**src/tip_pkg.sv**
```systemverilog
`timescale 1ns / 1ps
// ----------------------------------------------------------------------------
// tip_pkg
// Shared types and constants of the tagged interval profiler.
// ----------------------------------------------------------------------------
package tip_pkg;

	localparam int ENTRIES     = 32;
	localparam int TRIM_DEPTH  = 2;
	localparam int TAG_BITS    = 16;
	localparam int TAG_IN_BITS = 16;
	localparam int SLOT_BITS   = 5;
	localparam int IDX_BITS    = (ENTRIES > 1) ? $clog2(ENTRIES) : 1;
	localparam int USED_BITS   = $clog2(ENTRIES + 1);
	localparam int POS_BITS    = $clog2(TRIM_DEPTH + 1);
	localparam int TIME_BITS   = 64;
	localparam int CALL_BITS   = 32;
	localparam int FREQ_BITS   = 32;
	localparam int UNITS_BITS  = 24;
	localparam int PROD_BITS   = TIME_BITS + UNITS_BITS;
	localparam int CNT_BITS    = $clog2(PROD_BITS);

	localparam logic [UNITS_BITS-1:0] UNITS_PER_SECOND = 24'd10000000;
	localparam logic [FREQ_BITS-1:0]  FREQ_RESET       = 32'd10000000;

	typedef enum logic [1:0] {
		STAT_OK        = 2'd0,
		STAT_NOT_FOUND = 2'd1,
		STAT_FULL      = 2'd2
	} status_t;

	typedef enum logic [2:0] {
		S_IDLE,
		S_READ,
		S_CMP,
		S_DECIDE,
		S_CONV,
		S_RESP
	} state_t;

	typedef logic [TRIM_DEPTH-1:0][TIME_BITS-1:0] trim_t;

	typedef struct packed {
		logic [TAG_BITS-1:0]  tag;
		logic [TIME_BITS-1:0] start;
		logic [CALL_BITS-1:0] calls;
		logic [TIME_BITS-1:0] total;
		trim_t                top;
		trim_t                bot;
	} entry_t;

	typedef struct packed {
		status_t               status;
		logic [SLOT_BITS-1:0]  slot;
		logic [CALL_BITS-1:0]  calls;
		logic [TIME_BITS-1:0]  elapsed;
		logic [TIME_BITS-1:0]  total;
		trim_t                 top;
		trim_t                 bot;
	} result_t;

endpackage

```
**src/tip_conv.sv**
```systemverilog
`timescale 1ns / 1ps
// ----------------------------------------------------------------------------
// tip_conv
// Bit-serial tick to 100 ns conversion: shift-add multiply by the unit
// constant, then restoring division by the tick frequency, one bit a cycle.
// ----------------------------------------------------------------------------
module tip_conv (
	input  logic                          clk,
	input  logic                          arst_n,
	input  logic                          start,
	input  logic [tip_pkg::TIME_BITS-1:0] diff,
	input  logic [tip_pkg::FREQ_BITS-1:0] freq,
	output logic                          done,
	output logic [tip_pkg::TIME_BITS-1:0] quot
);
	import tip_pkg::*;

	logic                  mul_q;
	logic                  div_q;
	logic                  done_q;
	logic [CNT_BITS-1:0]   cnt_q;
	logic [PROD_BITS-1:0]  acc_q;
	logic [PROD_BITS-1:0]  mc_q;
	logic [UNITS_BITS-1:0] kbits_q;
	logic [PROD_BITS-1:0]  num_q;
	logic [FREQ_BITS-1:0]  rem_q;
	logic [FREQ_BITS-1:0]  dvs_q;

	logic [PROD_BITS-1:0]  acc_nxt;
	logic [FREQ_BITS:0]    trial;
	logic                  qbit;
	logic [FREQ_BITS:0]    rem_sub;

	always_comb begin
		acc_nxt = kbits_q[0] ? acc_q + mc_q : acc_q;
		trial   = {rem_q, num_q[PROD_BITS-1]};
		qbit    = trial >= {1'b0, dvs_q};
		rem_sub = trial - {1'b0, dvs_q};
	end

	always_ff @(posedge clk or negedge arst_n) begin
		if (!arst_n) begin
			mul_q  <= 1'b0;
			div_q  <= 1'b0;
			done_q <= 1'b0;
			cnt_q  <= '0;
		end else begin
			done_q <= 1'b0;
			if (start) begin
				mul_q <= 1'b1;
				cnt_q <= CNT_BITS'(UNITS_BITS - 1);
			end else if (mul_q) begin
				if (cnt_q == '0) begin
					mul_q <= 1'b0;
					div_q <= 1'b1;
					cnt_q <= CNT_BITS'(PROD_BITS - 1);
				end else begin
					cnt_q <= cnt_q - 1'b1;
				end
			end else if (div_q) begin
				if (cnt_q == '0) begin
					div_q  <= 1'b0;
					done_q <= 1'b1;
				end else begin
					cnt_q <= cnt_q - 1'b1;
				end
			end
		end
	end

	always_ff @(posedge clk) begin
		if (start) begin
			acc_q   <= '0;
			mc_q    <= {{UNITS_BITS{1'b0}}, diff};
			kbits_q <= UNITS_PER_SECOND;
			dvs_q   <= (freq == '0) ? FREQ_BITS'(1) : freq;
		end else if (mul_q) begin
			acc_q   <= acc_nxt;
			mc_q    <= {mc_q[PROD_BITS-2:0], 1'b0};
			kbits_q <= {1'b0, kbits_q[UNITS_BITS-1:1]};
			// hand the finished product to the divider
			if (cnt_q == '0) begin
				num_q <= acc_nxt;
				rem_q <= '0;
			end
		end else if (div_q) begin
			rem_q <= qbit ? rem_sub[FREQ_BITS-1:0] : trial[FREQ_BITS-1:0];
			num_q <= {num_q[PROD_BITS-2:0], qbit};
		end
	end

	assign done = done_q;
	assign quot = (|num_q[PROD_BITS-1:TIME_BITS]) ? '1 : num_q[TIME_BITS-1:0];

endmodule

```
**config.mk**
```make
export PLATFORM = sky130hd
export DESIGN_NAME = tip_conv
export DESIGN_NICKNAME = d
export VERILOG_FILES = /design/src/tip_pkg.sv /design/src/tip_conv.sv
export SDC_FILE = /design/constraint.sdc
export NUM_CORES = 1
export LEC_CHECK = 0
export BUFFER_PORTS_ARGS = -buffer_cell sky130_fd_sc_hd__buf_2
export CORE_MARGIN = 2
export CORE_UTILIZATION = 55
export DETAILED_ROUTE_END_ITERATION = 10
export PLACE_DENSITY = 0.84
export SYNTH_ARGS = -nofsm -noshare
export SYNTH_HDL_FRONTEND = slang
export SYNTH_SLANG_ARGS = --single-unit
```
**constraint.sdc**
```tcl
create_clock -name clk -period 18.5 [get_ports clk]
set_clock_uncertainty 0.15 [all_clocks]
set_input_delay 0.925 -clock clk [delete_from_list [all_inputs] [get_ports clk]]
set_output_delay 0.925 -clock clk [all_outputs]
set_load 0.02 [all_outputs]
```
==> metrics.md <==
| Metric | Value |
|---|---|
| Worst-Margin Slew | `1150 ps` |
| Reg2reg path depth | `14` |
| Clk slew on worst S/H paths | `70 ps` |
| Final antenna diode count | `0` |
| Max_cap viols | `0` |
| Antenna-violating nets left | `0` |
| Post-detail-place hpwl | `40,500 um` |
| Vias | `18,825` |
| FF-to-FF End | `num_q[84]$_DFFE_PP_` |
| Hold Crit Class | `in2async` |
| Status | `completed` |
| Vias in the first global route | `18,289` |
| Resize count post-CTS | `0` |
| Vias per cell | `6.15` |
| Crit path kind | `reg2reg` |
| Drt total wl | `58,500 um` |
| Die H | `206 um` |
| FF+latch count, synth | `362` |
| Final Net Count | `2,728` |
| Unrepaired setup endpoints after global routing | `no` |
| DR iter-0 viols | `1,587` |
| Residual DRC | `0` |
| Antenna violations before repair | `1` |
| Layout Area Growth over Synthesis | `10.5%` |
| Routability cong. | `0.992` |
| Initial Util | `56.0%` |
| Layout Utilization | `61.9%` |
| Top FF cell, synth | `edfxtp_1` |
| Number of setup buffers added after CTS | `0` |
| TritonCTS buffer count | `39` |
| CP endpoint kind | `flip-flop` |
| First-pass GRT wire length | `93,600 um` |
| # rows | `73` |
| Pin count of the biggest net entering global routing | `100` |
| Ys async rst share | `2.76%` |
| CTS tree | `done` |
| H-tree levels | `2` |
| Syn avg cell area | `9.11 um2` |
| Worst skew pair latency | `560 ps` |
| Post-route minimum period | `4110 ps` |
| Overall Power | `0.00192 W` |
| Max clock buf depth | `3` |
| Hold Slack | `60.8 ps` |
| Worst Setup Start Kind | `flip-flop` |
| Ports | `164` |
| Die area | `42,300 um2` |
| Yosys Warn Count | `0` |
| Register area share after synthesis | `42.3%` |
| Slew Viols, Final | `0` |
| Post-Syn Nets | `2,674` |
| Worst EP arrival | `4210 ps` |
| # hold bufs at CTS | `0` |
| Total track usage | `27.3%` |
| Drt wl/cell | `19.1 um` |
| Die X | `206 um` |
| WP data required | `18,600 ps` |
| Setup TNS | `0 ps` |
| PwrDens | `77.5 nW/um2` |
| Core ar. | `39,900 um2` |
| Number of flops mapped to enable cells by yosys | `216` |
| Leak pwr | `10.1 nW` |
| Fmax | `0.243 GHz` |
| # setup viols final | `0` |
| Reg-to-Reg Start | `acc_q[0]$_SDFFE_PP0P_` |
| Post-synthesis cell count | `2,453` |
| Syn Std Cell Area | `22,400 um2` |
| Final hold viol count | `0` |
| Crit share post-route | `22.2%` |
| PortBufs | `163` |
| Relative slew slack | `23.4%` |
| Root buf cell | `clkbuf_16` |
| Synth unique cells | `78` |
| 1st-pass router iterations | `5` |
| Max VDD drop | `104 uV` |
| Grt total ovfl | `0` |
| Peak fanout along the critical path | `4` |
| Worst R2R Setup Slack | `14,390 ps` |
| Share of cells above drive strength 1 | `13.2%` |
| CTS sink count | `362` |
## sequential cells by signal, summed over array words and instances, names as in the netlist, 7 cells and up
name,flops
mc_q,88
num_q,88
kbits_q,24
dvs_q,32
cnt_q,7
acc_q,88
rem_q,32
## power by group
group / switching (W) / internal [W]
clock: 0.000329 / 0.000503
combinational: 0.000113 / 0.0000776
sequential: 0.0000162 / 0.000877
total: 0.000458 / 0.00146
## layer usage
metal / global-route usage, % / part of all wire (%) / up-vias
met5: 0 / 0 / -
met4: 9.99 / 3.0 / 0
met3: 3.10 / 6.8 / 131
met2: 45.1 / 46 / 781
met1: 37.1 / 44 / 8984
li1: - / - / 8929
## per-stage QoR
step / setup WS [ps] / std cells / cell area (um2)
after floorplan: 11310 / 2453 / 22400
after global placement: 14390 / 2991 / 23300
after detailed placement: 14340 / 2991 / 23300
after CTS: 14470 / 3062 / 24700
after global routing: 14130 / 3062 / 24700
final: 14390 / 3062 / 24700
## critical path, cell delays in order, from the launching register on
cell and delay (ps):
dfxtp_1 350, ha_1 200, inv_1 80, fa_1 400
nand2b_1 190, a21oi_2 200, o211ai_2 160, a211oi_1 440
o21a_1 250, o21ai_1 140, a31o_2 320, a211oi_1 380
o21ai_1 170, mux2i_1 220, o221ai_1 140
## synth_stat cells, drive strengths merged (4+ instances only)
master / n / share of area (%)
a31oi: 15 / 0.42
nor2b: 14 / 0.39
o21ai: 105 / 2.4
ha: 120 / 6.7
and2: 9 / 0.25
dfxtp: 136 / 12
a221oi: 4 / 0.18
nor3: 47 / 1.1
buf: 27 / 0.61
mux2i: 128 / 5.7
o211ai: 15 / 0.57
nand2: 247 / 4.2
a211oi: 31 / 1.1
or2: 4 / 0.11
or3: 76 / 2.1
a21oi: 275 / 6.3
nand4: 33 / 0.92
nor4: 18 / 0.50
mux2: 65 / 3.3
a21o: 70 / 2.4
a21boi: 9 / 0.32
xnor2: 69 / 2.7
xor2: 33 / 1.3
nand3: 27 / 0.63
o221ai: 6 / 0.24
inv: 77 / 1.3
nand2b: 12 / 0.34
nor2: 293 / 4.9
o21bai: 32 / 1.1
clkbuf: 137 / 2.3
dfrtp: 10 / 1.1
and3: 29 / 0.81
o31ai: 8 / 0.27
o21a: 12 / 0.40
edfxtp: 216 / 29
## area by class of cell
class | instances | area [um2]
Fill cell | 3229 | 15200
Multi-Input combinational cell | 1849 | 12000
Sequential cell | 362 | 9470
Clock buffer | 56 | 1190
Timing Repair Buffer | 177 | 927
Tap cell | 525 | 657
Inverter | 78 | 293
Clock inverter | 15 | 180
## placed cells by master (no fill, tap or decap), types with 26 or more instances in the layout
cell / count
o21bai_1: 32
nand4_1: 33
ha_1: 120
dfxtp_1: 135
xnor2_1: 69
nand3_1: 26
mux2i_1: 128
xor2_1: 33
and3_1: 29
clkbuf_16: 44
a211oi_1: 29
a21o_1: 70
o21ai_0: 81
inv_1: 76
edfxtp_1: 216
nor2_1: 291
mux2_2: 65
nor3_1: 46
buf_2: 162
or3_1: 76
nand2_1: 243
a21oi_1: 271
## kinds of logic (layout without fill, tap and decap cells)
logic type	after synthesis	after routing	synth area share, %
AOI/OAI and AO/OA	616	616	17.0
xor gates and xnor gates	102	102	4.00
adders and majority gates	122	122	6.90
buffers and inverters	242	326	4.22
DFF	362	362	42.3
muxes	193	193	9.01
and+or+nand+nor	816	816	16.5
## how the worst max path moves through the flow
stage,cells past startpoint,startpoint,to,slack [ps]
5_1_grt,14,dvs_q[1]$_SDFFCE_PN0P_,rem_q[6]$_SDFFCE_PP0P_,14130
3_5_place_dp,8,start,cnt_q[4]$_DFFE_PN0P_,14340
3_3_place_gp,8,start,cnt_q[4]$_DFFE_PN0P_,14390
4_1_cts,14,acc_q[0]$_SDFFE_PP0P_,num_q[84]$_DFFE_PP_,14470
2_1_floorplan,4,start,num_q[0]$_DFFE_PP_,11310
6_report,14,acc_q[0]$_SDFFE_PP0P_,num_q[84]$_DFFE_PP_,14390
Note: power is estimated with default switching activity, not from simulation.
